===== src/rtl/pfed_pkg.sv =====
`default_nettype none

package pfed_pkg;

   localparam int LEVEL_W     = 7;
   localparam int LEVEL_COUNT = 87;
   localparam int THR_W       = 29;
   localparam int BIT_W       = $clog2(LEVEL_W);

   // entry L-1 is the smallest quotient that reaches level L
   localparam logic [THR_W-1:0] LEVEL_THR [LEVEL_COUNT] = '{
      29'd2, 29'd2, 29'd2, 29'd3, 29'd4, 29'd4, 29'd6, 29'd7, 29'd8,
      29'd10, 29'd13, 29'd16, 29'd20, 29'd26, 29'd32, 29'd40, 29'd51, 29'd64, 29'd80,
      29'd100, 29'd126, 29'd159, 29'd200, 29'd252, 29'd317, 29'd399, 29'd502,
      29'd631, 29'd795,
      29'd1000, 29'd1259, 29'd1585, 29'd1996, 29'd2512, 29'd3163, 29'd3982,
      29'd5012, 29'd6310, 29'd7944,
      29'd10000, 29'd12590, 29'd15849, 29'd19953, 29'd25119, 29'd31623,
      29'd39811, 29'd50119, 29'd63096, 29'd79433,
      29'd100000, 29'd125893, 29'd158490, 29'd199527, 29'd251189, 29'd316228,
      29'd398108, 29'd501188, 29'd630958, 29'd794329,
      29'd1000000, 29'd1258926, 29'd1584894, 29'd1995263, 29'd2511887,
      29'd3162278, 29'd3981072, 29'd5011873, 29'd6309574, 29'd7943283,
      29'd10000000, 29'd12589255, 29'd15848932, 29'd19952624, 29'd25118865,
      29'd31622777, 29'd39810718, 29'd50118724, 29'd63095735, 29'd79432824,
      29'd100000000, 29'd125892542, 29'd158489320, 29'd199526232,
      29'd251188644, 29'd316227767, 29'd398107171, 29'd501187234
   };

   function automatic logic [THR_W-1:0] level_threshold(input logic [LEVEL_W-1:0] lvl);
      logic [THR_W-1:0] thr;
      thr = '0;
      if (lvl != '0 && lvl <= LEVEL_W'(LEVEL_COUNT)) begin
         thr = LEVEL_THR[lvl - LEVEL_W'(1)];
      end
      return thr;
   endfunction

endpackage

`default_nettype wire


===== src/rtl/pfed_sub.sv =====
`default_nettype none

module pfed_sub #(
   parameter int W = 48
) (
   input  wire logic [W-1:0] op_a,
   input  wire logic [W-1:0] op_b,
   output logic      [W-1:0] diff,
   output logic              ge
);

   logic borrow;

   assign {borrow, diff} = {1'b0, op_a} - {1'b0, op_b};
   assign ge = ~borrow;

endmodule

`default_nettype wire


===== src/rtl/pfed_acc.sv =====
`default_nettype none

module pfed_acc #(
   parameter int MAX_SAMPLES = 65536,
   parameter int CNT_W       = 17,
   parameter int SUM_W       = 48
) (
   input  wire logic               clock,
   input  wire logic               reset,
   input  wire logic               take,
   input  wire logic signed [15:0] sample,
   input  wire logic               clear,
   output logic        [SUM_W-1:0] sum,
   output logic        [CNT_W-1:0] count,
   output logic                    overflow
);

   logic [15:0]      mag;
   logic [31:0]      square;
   logic             counted;
   logic [SUM_W-1:0] sum_ff;
   logic [CNT_W-1:0] count_ff;
   logic             over_ff;
   logic [31:0]      sq_ff;
   logic             sq_vld_ff;

   assign mag     = sample[15] ? (~sample + 16'd1) : sample;
   assign square  = {16'd0, mag} * {16'd0, mag};
   assign counted = count_ff < CNT_W'(MAX_SAMPLES);

   always_ff @(posedge clock) begin
      if (reset || clear) begin
         sum_ff    <= '0;
         count_ff  <= '0;
         over_ff   <= 1'b0;
         sq_vld_ff <= 1'b0;
      end else begin
         sq_vld_ff <= take && counted;
         if (sq_vld_ff) begin
            sum_ff <= sum_ff + SUM_W'(sq_ff);
         end
         if (take) begin
            if (counted) begin
               count_ff <= count_ff + CNT_W'(1);
            end else begin
               over_ff <= 1'b1;
            end
         end
      end
   end

   always_ff @(posedge clock) begin
      if (take) begin
         sq_ff <= square;
      end
   end

   assign sum      = sum_ff;
   assign count    = count_ff;
   assign overflow = over_ff;

endmodule

`default_nettype wire


===== src/rtl/pfed_div.sv =====
`default_nettype none

module pfed_div #(
   parameter int CNT_W = 17,
   parameter int SUM_W = 48
) (
   input  wire logic                        clock,
   input  wire logic                        reset,
   input  wire logic                        start,
   input  wire logic [SUM_W-1:0]            sum,
   input  wire logic [CNT_W-1:0]            count,
   output logic                             done,
   output logic [pfed_pkg::LEVEL_W-1:0]     level,
   output logic                             silent
);

   localparam int DW     = SUM_W - 1;
   localparam int UW     = SUM_W;
   localparam int STEP_W = $clog2(DW);

   typedef enum logic [1:0] {S_IDLE, S_DIV, S_LVL} state_type;

   state_type                        state_ff, state_in;
   logic [CNT_W-1:0]                 rem_ff, rem_in;
   logic [CNT_W-1:0]                 div_ff, div_in;
   logic [DW-1:0]                    quo_ff, quo_in;
   logic [STEP_W-1:0]                step_ff, step_in;
   logic [pfed_pkg::BIT_W-1:0]       bit_ff, bit_in;
   logic [pfed_pkg::LEVEL_W-1:0]     lvl_ff, lvl_in;
   logic                             silent_ff, silent_in;
   logic                             done_ff, done_in;

   logic [CNT_W:0]                   rem_sh;
   logic [pfed_pkg::LEVEL_W-1:0]     cand;
   logic [UW-1:0]                    op_a, op_b, diff;
   logic                             ge;

   pfed_sub #(.W(UW)) u_sub (
      .op_a (op_a),
      .op_b (op_b),
      .diff (diff),
      .ge   (ge)
   );

   always_comb begin
      rem_sh = {rem_ff, quo_ff[DW-1]};
      cand   = lvl_ff | (pfed_pkg::LEVEL_W'(1) << bit_ff);
      if (state_ff == S_LVL) begin
         op_a = UW'(quo_ff);
         op_b = UW'(pfed_pkg::level_threshold(cand));
      end else begin
         op_a = UW'(rem_sh);
         op_b = UW'(div_ff);
      end
   end

   always_comb begin
      state_in  = state_ff;
      rem_in    = rem_ff;
      div_in    = div_ff;
      quo_in    = quo_ff;
      step_in   = step_ff;
      bit_in    = bit_ff;
      lvl_in    = lvl_ff;
      silent_in = silent_ff;
      done_in   = 1'b0;
      case (state_ff)
         S_IDLE: begin
            if (start) begin
               rem_in   = '0;
               div_in   = count;
               quo_in   = sum[SUM_W-1:1];
               step_in  = '0;
               state_in = S_DIV;
            end
         end
         S_DIV: begin
            rem_in  = ge ? diff[CNT_W-1:0] : rem_sh[CNT_W-1:0];
            quo_in  = {quo_ff[DW-2:0], ge};
            step_in = step_ff + STEP_W'(1);
            if (step_ff == STEP_W'(DW - 1)) begin
               bit_in   = pfed_pkg::BIT_W'(pfed_pkg::LEVEL_W - 1);
               lvl_in   = '0;
               state_in = S_LVL;
            end
         end
         S_LVL: begin
            if (ge && cand <= pfed_pkg::LEVEL_W'(pfed_pkg::LEVEL_COUNT)) begin
               lvl_in = cand;
            end
            bit_in = bit_ff - pfed_pkg::BIT_W'(1);
            if (bit_ff == '0) begin
               silent_in = (quo_ff == '0);
               done_in   = 1'b1;
               state_in  = S_IDLE;
            end
         end
         default: begin
            state_in = S_IDLE;
         end
      endcase
   end

   always_ff @(posedge clock) begin
      if (reset) begin
         state_ff <= S_IDLE;
         done_ff  <= 1'b0;
      end else begin
         state_ff <= state_in;
         done_ff  <= done_in;
      end
      rem_ff    <= rem_in;
      div_ff    <= div_in;
      quo_ff    <= quo_in;
      step_ff   <= step_in;
      bit_ff    <= bit_in;
      lvl_ff    <= lvl_in;
      silent_ff <= silent_in;
   end

   assign done   = done_ff;
   assign level  = lvl_ff;
   assign silent = silent_ff;

   a_start_idle: assert property (@(posedge clock) disable iff (reset)
      start |-> state_ff == S_IDLE)
      else $error("divider started while busy");

   a_rem_below_div: assert property (@(posedge clock) disable iff (reset)
      state_ff == S_DIV |-> rem_ff < div_ff)
      else $error("partial remainder not below divisor");

endmodule

`default_nettype wire


===== src/rtl/pcm_frame_energy_db.sv =====
// pcm frame energy meter, integer decibel level per frame
//
// req channel: one signed pcm sample per transaction, req_frame_end marks
// the last sample of a frame. rsp channel: one transaction per frame with
// rsp_level_db = floor(10*log10(energy / (2*samples))), rsp_silent when
// that quotient is zero, rsp_frame_overflow when samples past MAX_SAMPLES
// were dropped.
// a sample that does not end a frame leaves req_stall low, and the squaring
// stage and accumulator keep up every cycle.
// after the frame_end transaction req_stall goes high while a restoring
// divider retires one quotient bit per cycle (31 + clog2(MAX_SAMPLES+1) - 1
// bits, 47 at the default bound) through one shared subtractor, followed by
// a seven step binary search of the level table on the same subtractor.
// the search result passes through a pending hand-off state into an
// output register that raises rsp_valid; sampling of the next frame
// resumes while rsp waits, and a stalled rsp only holds up the next
// frame_end. reset clears the accumulator, the sample count and rsp_valid.
`default_nettype none

module pcm_frame_energy_db #(
   parameter int MAX_SAMPLES = 65536
) (
   input  wire logic                            clock,
   input  wire logic                            reset,
   input  wire logic                            req_valid,
   output logic                                 req_stall,
   input  wire logic signed [15:0]              req_sample,
   input  wire logic                            req_frame_end,
   output logic                                 rsp_valid,
   input  wire logic                            rsp_stall,
   output logic [pfed_pkg::LEVEL_W-1:0]         rsp_level_db,
   output logic                                 rsp_silent,
   output logic                                 rsp_frame_overflow
);

   localparam int CNT_W = $clog2(MAX_SAMPLES + 1);
   localparam int SUM_W = 31 + CNT_W;

   typedef enum logic [2:0] {ST_IDLE, ST_FLUSH, ST_START, ST_RUN, ST_PEND} state_type;

   state_type                    state_ff, state_in;
   logic                         rsp_valid_ff, rsp_valid_in;
   logic [pfed_pkg::LEVEL_W-1:0] level_ff, level_in;
   logic                         silent_ff, silent_in;
   logic                         over_ff, over_in;

   logic                         take;
   logic                         clear;
   logic                         slot_free;
   logic [SUM_W-1:0]             sum;
   logic [CNT_W-1:0]             count;
   logic                         overflow;
   logic                         div_done;
   logic [pfed_pkg::LEVEL_W-1:0] div_level;
   logic                         div_silent;

   assign req_stall = (state_ff != ST_IDLE);
   assign take      = req_valid && !req_stall;
   assign slot_free = !rsp_valid_ff || !rsp_stall;
   assign clear     = (state_ff == ST_PEND) && slot_free;

   pfed_acc #(
      .MAX_SAMPLES (MAX_SAMPLES),
      .CNT_W       (CNT_W),
      .SUM_W       (SUM_W)
   ) u_acc (
      .clock    (clock),
      .reset    (reset),
      .take     (take),
      .sample   (req_sample),
      .clear    (clear),
      .sum      (sum),
      .count    (count),
      .overflow (overflow)
   );

   pfed_div #(
      .CNT_W (CNT_W),
      .SUM_W (SUM_W)
   ) u_div (
      .clock  (clock),
      .reset  (reset),
      .start  (state_ff == ST_START),
      .sum    (sum),
      .count  (count),
      .done   (div_done),
      .level  (div_level),
      .silent (div_silent)
   );

   always_comb begin
      state_in     = state_ff;
      rsp_valid_in = rsp_valid_ff && rsp_stall;
      level_in     = level_ff;
      silent_in    = silent_ff;
      over_in      = over_ff;
      case (state_ff)
         ST_IDLE: begin
            if (take && req_frame_end) begin
               state_in = ST_FLUSH;
            end
         end
         ST_FLUSH: begin
            state_in = ST_START;
         end
         ST_START: begin
            state_in = ST_RUN;
         end
         ST_RUN: begin
            if (div_done) begin
               state_in = ST_PEND;
            end
         end
         ST_PEND: begin
            if (slot_free) begin
               rsp_valid_in = 1'b1;
               level_in     = div_level;
               silent_in    = div_silent;
               over_in      = overflow;
               state_in     = ST_IDLE;
            end
         end
         default: begin
            state_in = ST_IDLE;
         end
      endcase
   end

   always_ff @(posedge clock) begin
      if (reset) begin
         state_ff     <= ST_IDLE;
         rsp_valid_ff <= 1'b0;
      end else begin
         state_ff     <= state_in;
         rsp_valid_ff <= rsp_valid_in;
      end
      level_ff  <= level_in;
      silent_ff <= silent_in;
      over_ff   <= over_in;
   end

   assign rsp_valid          = rsp_valid_ff;
   assign rsp_level_db       = level_ff;
   assign rsp_silent         = silent_ff;
   assign rsp_frame_overflow = over_ff;

   a_rsp_from_pend: assert property (@(posedge clock) disable iff (reset)
      $rose(rsp_valid) |-> $past(state_ff == ST_PEND))
      else $error("result raised outside the hand-off state");

   a_stall_after_end: assert property (@(posedge clock) disable iff (reset)
      (req_valid && !req_stall && req_frame_end) |=> req_stall)
      else $error("frame end transaction did not stall the request side");

   a_done_in_run: assert property (@(posedge clock) disable iff (reset)
      div_done |-> state_ff == ST_RUN)
      else $error("divider finished outside the run state");

   a_silent_level: assert property (@(posedge clock) disable iff (reset)
      (rsp_valid && rsp_silent) |-> rsp_level_db == '0)
      else $error("silent frame with nonzero level");

endmodule

`default_nettype wire

===== config.mk =====
export PLATFORM = sky130hd
export DESIGN_NAME = pcm_frame_energy_db
export DESIGN_NICKNAME = d
export VERILOG_FILES = /design/src/rtl/pfed_pkg.sv /design/src/rtl/pfed_sub.sv /design/src/rtl/pfed_acc.sv /design/src/rtl/pfed_div.sv /design/src/rtl/pcm_frame_energy_db.sv
export SDC_FILE = /design/constraint.sdc
export NUM_CORES = 1
export LEC_CHECK = 0
export ABC_AREA = 1
export BUFFER_PORTS_ARGS = -buffer_cell sky130_fd_sc_hd__buf_2
export CORE_ASPECT_RATIO = 1.75
export CORE_MARGIN = 10
export CORE_UTILIZATION = 40
export DETAILED_ROUTE_END_ITERATION = 10
export MAX_ROUTING_LAYER = met4
export PLACE_DENSITY = 0.66
export SYNTH_ARGS = -nofsm -noshare
export SYNTH_HDL_FRONTEND = slang
export SYNTH_SLANG_ARGS = --single-unit

===== constraint.sdc =====
create_clock -name clock -period 9.2 [get_ports clock]
set_clock_uncertainty 0.15 [all_clocks]
set_input_delay 0.92 -clock clock [delete_from_list [all_inputs] [get_ports clock]]
set_output_delay 0.92 -clock clock [all_outputs]
set_load 0.03 [all_outputs]

=== Yosys cells after proc, flatten, opt, wreduce, memory -nomap -nowiden ===
Memories as Yosys holds them, arrays and structs flattened.
Cells that the tools add are included.

* Memory bits (read-only): 3,712
* Bits in registers: 213
* Memories kept: 1

{| class="wikitable"
|+ Memories
! name !! words !! width !! read ports !! clocked after Yosys merged registers in !! wr ports !! line !! source
|-
| (no name shown) || 128 || 29 || 1 || 0 || 0 || pfed_pkg.sv:34 || <nowiki>thr = LEVEL_THR[lvl - LEVEL_W'(1)];</nowiki>
|}

* Magnitude comparators: 3
* Reduce and logical (&&, ||, !) cells: 31
* Equal/unequal tests: 14
* $mul: 1
* Shift operators: 1
* Add/subtract/negate cells: 7
* Bitwise gates (word level): 6
* Mux-type cells: 29

{| class="wikitable"
|+ Operator list
! operator !! number
|-
| $mux 29 || 4
|-
| $mux 47 || 2
|-
| $pmux 47 s2 || 1
|-
| $add 48x32->48 || 1
|-
| $sub 47x29->48 || 1
|-
| $logic_not 47->1 || 1
|-
| $mux 17 || 2
|-
| $pmux 17 s2 || 1
|-
| $mul 16x16->32 || 1
|-
| $add 17x1->17 const B || 1
|-
| $lt 17x17->1 const B || 1
|-
| $add 16x1->16 const B || 1
|-
| $mux 16 || 1
|-
| $not 16->16 || 1
|-
| $pmux 3 s5 || 1
|-
| $mux 7 || 2
|-
| $pmux 7 s2 || 1
|-
| $reduce_and 2->1 || 7
|-
| $mux 3 || 4
|-
| $pmux 6 s2 || 1
|-
| $reduce_and 3->1 || 3
|-
| $ge 8x8->1 const B || 1
|-
| $ne 2x2->1 const B || 4
|-
| $not 7->8 || 1
|-
| other kinds (28) || 48
|}

=== Depth between registers and ports, before layout ===
Gate-level depths: netlist of run 1.

* Word-level depth: 14
* Mapped depth: 36
* Mapped depth without buffers: 34

=== Hierarchy ===
A second synthesis of run 1 with hierarchy kept.

* Cells, all modules: 4,034
* Area total of the unflattened synthesis: 26,565.5 µm²

{| class="wikitable"
|+ Modules (own cells, without submodules)
! module !! seq. area each (µm²) !! cells each !! area each (µm²) !! instances
|-
| pfed_acc || 2,272.2 || 1,998 || 14,262.4 || 1
|-
| pfed_div || 3,002.9 || 1,032 || 7,283.2 || 1
|-
| pfed_sub || 0.0 || 961 || 4,525.6 || 1
|-
| pcm_frame_energy_db || 350.3 || 43 || 494.2 || 1
|}

=== Worst setup path before layout of run 1 ===
Ideal clock, no wire load.

* Path type: in2reg
* Start point: input req_sample[0]
* End point: register u_acc.sq_ff[24], data pin
* Cell stages on the path: 30
* Arrival time: 7,151 ps
* Path slack: 1,641 ps
* Cells stage by stage: inv_2 > clkbuf_1 > ha_1 > nand4_1 > inv_1 > nand2_1 > o21ai_0 > xor2_1 > nor2_1 > fa_1 > inv_1 > fa_1 > inv_1 > fa_1 > inv_1 > fa_1 > inv_1 > fa_1 > inv_1 > fa_1 > inv_1 > ha_1 > nand2_1 > nor2_1 > nand4_1 > o21ai_0 > a21oi_1 > nor2_1 > nor2_1 > xnor2_1

* Cells in the longest elaborated chain, start to end: 4

{| class="wikitable"
|+ Ends and longest elaborated chain
! element !! line !! source
|-
| start, declared || pcm_frame_energy_db.sv:27 || <nowiki>input wire logic signed [15:0] req_sample,</nowiki>
|-
| $not 16->16 || pfed_acc.sv:27 || <nowiki>assign mag = sample[15] ? (~sample + 16'd1) : sample;</nowiki>
|-
| $add 16x1->16 || pfed_acc.sv:27 ||
|-
| $mux 16 * || pfed_acc.sv:27 ||
|-
| $mul 16x16->32 * || pfed_acc.sv:28 || <nowiki>assign square = {16'd0, mag} * {16'd0, mag};</nowiki>
|-
| net u_acc.square[24] || pfed_acc.sv:19 || <nowiki>logic [31:0] square;</nowiki>
|-
| end signal, assigned || pfed_acc.sv:54 || <nowiki>sq_ff <= square;</nowiki>
|-
| end, declared || pfed_acc.sv:24 || <nowiki>logic [31:0] sq_ff;</nowiki>
|}

The timed path passes the listed nets; every way through them passes the cells marked *.
A chain may end at the register's enable or synchronous reset.

=== Final worst setup path of run 1 ===
* Start point: input req_sample[0]
* End point: register u_acc.sq_ff[28], data pin

Same word-level chain as after synthesis.

==> results of run 1 <==
[cell families (layout without fill, tap and decap cells)]
logic type	count (synthesis)	after routing
xor gates and xnor gates	76	76
and+or+nand+nor	1275	1275
DFF	212	212
muxes	1	1
other	2	11
buffers and inverters	612	642
AOI/OAI and AO/OA	512	512
adders and majority gates	346	346
[state kept, by name, indices dropped and copies added, names as in the netlist, 2 cells and up]
| signal | cells |
|---|---|
| u_acc.sum | 48 |
| u_div.quo_ff | 47 |
| u_acc.sq_ff | 31 |
| u_acc.count | 17 |
| u_div.div_ff | 17 |
| u_div.rem_ff | 17 |
| rsp_level_db | 7 |
| u_div.level | 7 |
| u_div.step_ff | 6 |
| state_ff | 3 |
| u_div.bit_ff | 3 |
| u_div.state_ff | 2 |
[worst max-delay path: cells and delay by family]
family	cells	cell delay, ps
adder cells (fa/ha/maj)	7	3300
buffers and inverters	9	1080
AND/OR/NAND/NOR	16	2120
AO/OA/AOI/OAI	2	500
[stage by stage]
stage	util (%)	hold slack [ps]	setup WS, ps	area (um^2)
6_report	43.6	304	1370	24100
5_1_grt	43.6	322	865	24100
4_1_cts	43.6	304	1350	24100
3_5_place_dp	42.1	282	822	23300
3_3_place_gp	42.1	279	858	23300
2_1_floorplan	-	250	1640	22300
[worst paths after layout]
check	from	endpoint	slack [ps]	cells after the start
max	req_sample[0]	u_acc.sq_ff[28]	1370	34
min	u_div.silent	rsp_silent	300	0
max reg2reg	u_div.bit_ff[0]	u_div.rem_ff[5]	1930	29
min reg2reg	u_div.silent	rsp_silent	300	0
[metal layers]
layer | part of all wire, % | track usage, %
met1 | 32 | 19.2
met4 | 7.9 | 16.0
met2 | 57 | 44.9
met3 | 2.5 | 1.45
met5 | 0 | -
[synth_stat cells (all sizes together) (37+ instances only)]
cell type  number
nand3         149
buf            37
ha            180
fa            166
clkbuf         43
nor2          330
nor3           41
xor2           49
inv           528
o21ai         234
edfxtp        138
nand2         694
dfxtp          74
a21oi         203
[final cells by class]
type / instances / share of cell area, %
clock inverters: 15 / 0.780
well taps: 696 / 3.62
flip-flops and latches: 212 / 23.4
inverters: 532 / 8.30
multi-input cells: 2221 / 59.5
repair buffers: 68 / 1.80
clock buffers: 27 / 2.58
[placed cells by master (no fill, tap or decap), types with 11 or more instances in the layout]
cell / synthesis / final
a21oi_1: 199 / 199
nor4_1: 21 / 21
nand3_1: 147 / 147
buf_4: 7 / 37
nand4_1: 27 / 27
o21ai_1: 23 / 22
fa_1: 166 / 166
nand2_1: 687 / 686
conb_1: 2 / 11
a31oi_1: 13 / 13
ha_1: 180 / 178
xor2_1: 48 / 48
a21o_1: 11 / 11
xnor2_1: 27 / 27
nor2_1: 325 / 325
dfxtp_1: 74 / 74
buf_2: 20 / 31
inv_1: 522 / 522
o211ai_1: 11 / 11
nor3_1: 38 / 38
edfxtp_1: 138 / 138
clkbuf_16: 0 / 24
o21ai_0: 210 / 210
==> results.py, run 1 <==
metrics = {
    "synth": {
        "synthMuxAreaShare_pct": 0.0450,
        "synthSimpleGateAreaFrac_pct": 23.6,
        "synth_area_leaders": "edfxtp_1 (19%), fa_1 (15%), nand2_1 (12%)",
        "yosys.area_share.adder_pct": 25.0,
        "synth_top_cell_by_area": "edfxtp_1",
        "synth_compound_area_share_pct": 12.4,
        "synth_xor_area_share_pct": 3.02,
        "synth.top_cell.area_share_pct": 18.6,
        "async_flop_share_pct": 0,
        "synth_area_per_cell_um2": 7.33,
        "yosys_warnings": 0,
        "ys_types": 55,
        "ys_ff_latch": 212,
        "synthCells": 3036,
        "yosysSeqAreaShare_pct": 25.3,
        "synth_top_family_by_area": "adder cells",
        "synthFlopType": "edfxtp_1",
        "synth_edf_count": 138,
        "synthesis.area_um2": 22300,
    },
    "clock_tree": {
        "post-cts-setup-buffer-count": 0,
        "cts.repair.resized": 0,
        "cts_root_buf": "clkbuf_16",
        "holdBufCountCts": 0,
        "cts.sinks": 212,
        "clock_path_buffers": 3,
        "cts_tree": "built",
        "ctsHtreeMaxLevel": 1,
        "insertion_delay_ps": 560,
        "path_clk_slew_ps": 70,
        "cts_buffers": 23,
    },
    "floorplan": {
        "dieHeight_um": 332,
        "fp.coreArea_um2": 55200,
        "start_util_pct": 40.3,
        "dieArea_um2": 65900,
        "num_rows": 114,
        "die_x_um": 198,
        "io_pins": 32,
    },
    "critical_path": {
        "cpMostUsedCell": "nand2_1",
        "cpPeakStageDelay_ps": 520,
        "path_class": "input pin to flop",
        "startpoint_type": "input pin",
        "cp-end-kind": "flop",
        "cp_data_arrival_time_ps": 7960,
        "cp_max_fo": 19,
        "cp.required_ps": 9330,
        "cpMaxStageDelayCell": "fa_1",
    },
    "place": {
        "post-dp-hpwl_um": 60200,
        "dp.cells": 3729,
        "numPortBuffers": 31,
        "gp_congestion": 1.00,
    },
    "detailed_routing": {
        "wl_um": 72600,
        "dr.pass1.iters": 5,
        "drcViolationCount": 0,
        "drtIter0Drc": 891,
        "avgRoutedWirePerCell_um": 19.3,
        "vias": 19900,
        "avgViaCountPerCell": 5.28,
        "drtAntennaViolNets": 0,
    },
    "finish": {
        "fillers": 5797,
        "syn_to_final_growth_pct": 8.08,
        "insertedDiodeCount": 0,
        "final_nets": 3425,
        "fin_cells": 3771,
        "layout-drive-gt1-share_pct": 4.81,
        "seq_area_um2": 5630,
        "multiInputGateArea_um2": 14300,
    },
    "grt": {
        "grt_remaining_overflow": 0,
        "grt_pass1_wl_um": 113000,
        "grt_max_degree": 80,
        "grt_pass1_vias": 20800,
        "grtUsageTotal_pct": 22.7,
        "antenna_found_initial": 0,
    },
    "timing": {
        "finalHoldViolCount": 0,
        "fin_crit_sh_pct": 85.1,
        "setup_viol": 0,
        "drv_slew": 0,
        "relSlewSlack_pct": 28.3,
        "period_minus_slack_ps": 7830,
        "setup_tns_ps": 0,
        "worst_pin_slew_ps": 1060,
        "fmax_ghz": 0.128,
        "grt_setup_unrepaired": "no",
    },
    "run": {
        "cap_violations": 0,
    },
    "min_path": {
        "hold_path.class": "flop to flop",
    },
    "outcome": {
        "status": "finished, final reports clean",
    },
}
Power of run 1 is not shown: default switching activity piles up to over one toggle a cycle in this logic, so the estimate is an artifact.
==> inputs of run 2 (changes only) <==
- REMOVE_ABC_BUFFERS: default -> 1
==> results.py, run 2 (synthesis gave the netlist of run 1 again) <==
metrics = {
    "floorplan": {
        "dieArea_um2": 65900,
        "die_x_um": 198,
        "fp.coreArea_um2": 55200,
        "io_pins": 32,
        "num_rows": 114,
        "dieHeight_um": 332,
        "start_util_pct": 40.3,
    },
    "timing": {
        "worst_pin_slew_ps": 959,
        "finalHoldViolCount": 0,
        "fin_crit_sh_pct": 85.1,
        "relSlewSlack_pct": 36.0,
        "setup_tns_ps": 0,
        "setup_viol": 0,
        "drv_slew": 0,
        "hold_ws_ps": 278,
        "period_minus_slack_ps": 7830,
        "worst_slack_ps": 1370,
        "fmax_ghz": 0.128,
        "grt_setup_unrepaired": "no",
    },
    "finish": {
        "multiInputGateArea_um2": 14300,
        "layout-drive-gt1-share_pct": 4.53,
        "final_nets": 3422,
        "final_cell_mix": "nand2_1 (687), inv_1 (522), nor2_1 (325)",
        "final_common_cell": "nand2_1",
        "fillers": 5718,
        "largest_register_ffs": 48,
        "seq_area_um2": 5630,
        "insertedDiodeCount": 0,
        "syn_to_final_growth_pct": 7.75,
    },
    "clock_tree": {
        "clock_path_buffers": 3,
        "cts_tree": "built",
        "cts_root_buf": "clkbuf_16",
        "cts_buffers": 22,
        "cts.repair.resized": 0,
        "ctsHtreeMaxLevel": 1,
        "insertion_delay_ps": 540,
        "path_clk_slew_ps": 60,
        "holdBufCountCts": 0,
        "post-cts-setup-buffer-count": 0,
        "cts.sinks": 212,
    },
    "detailed_routing": {
        "drtIter0Drc": 1149,
        "avgViaCountPerCell": 5.28,
        "drcViolationCount": 0,
        "wl_um": 69100,
        "vias": 19900,
        "dr.pass1.iters": 5,
        "drtAntennaViolNets": 0,
        "avgRoutedWirePerCell_um": 18.3,
    },
    "grt": {
        "met2_usage_pct": 40.6,
        "grt_max_degree": 85,
        "antenna_found_initial": 0,
        "grt_use_met1_pct": 19.1,
        "grt_pass1_wl_um": 109000,
        "grtUsageMet3_pct": 1.86,
        "busiest_layer": "met2",
        "grt_remaining_overflow": 0,
        "grtUsageTotal_pct": 21.5,
        "grt_pass1_vias": 20500,
    },
    "run": {
        "cap_violations": 0,
    },
    "place": {
        "numPortBuffers": 31,
        "post-dp-hpwl_um": 56100,
        "gp_congestion": 1.12,
        "pre_cts_ws_ps": 870,
    },
    "critical_path": {
        "cp_max_fo": 19,
        "startpoint_type": "input pin",
        "path_class": "input pin to flop",
        "cp.required_ps": 9320,
        "cpMaxStageDelayCell": "fa_1",
        "cp_data_arrival_time_ps": 7950,
        "cpPeakStageDelay_ps": 540,
        "cp-end-kind": "flop",
    },
    "min_path": {
        "hold_path.class": "flop to flop",
    },
    "outcome": {
        "status": "finished, final reports clean",
    },
}
## run 2: layout make-up
| type | instances | share of cell area, % |
|---|---|---|
| clock buffer | 34 | 2.78 |
| inverter | 532 | 8.32 |
| timing repair buffer | 66 | 1.74 |
| sequential | 212 | 23.4 |
| tap | 696 | 3.63 |
| multi-input combinational | 2221 | 59.7 |
| clock inverter | 6 | 0.355 |
## run 2: final timing paths
kind	startpoint	endpoint	slack [ps]	cells past startpoint
setup / recovery	req_sample[0]	u_acc.sq_ff[27]	1370	29
hold / removal	u_div.silent	rsp_silent	280	0
setup reg to reg	u_div.bit_ff[0]	u_div.level[6]	1950	26
hold reg to reg	u_div.silent	rsp_silent	280	0
## run 2: per-layer routing
layer	up-vias	wire length, um
met2	536	37800
met1	9312	23200
met4	0	6110
met5	-	0
li1	9768	-
met3	279	2070
## run 2: stage by stage
stage,cells,util (%),area [um^2]
finish,3767,43.5,24000
global route,3767,43.5,24000
CTS,3767,43.5,24000
detailed placement,3727,42.1,23200
global placement,3727,42.1,23200
floorplan,2965,-,21900
## run 2: worst max-delay path, delay by kind of cell
kind | cells | cell delay [ps]
fa+ha+maj | 7 | 3410
xor+xnor | 1 | 150
simple gates | 8 | 1560
compound gates | 4 | 780
buf+inv | 9 | 1130
Power of run 2 is left out for the same reason.
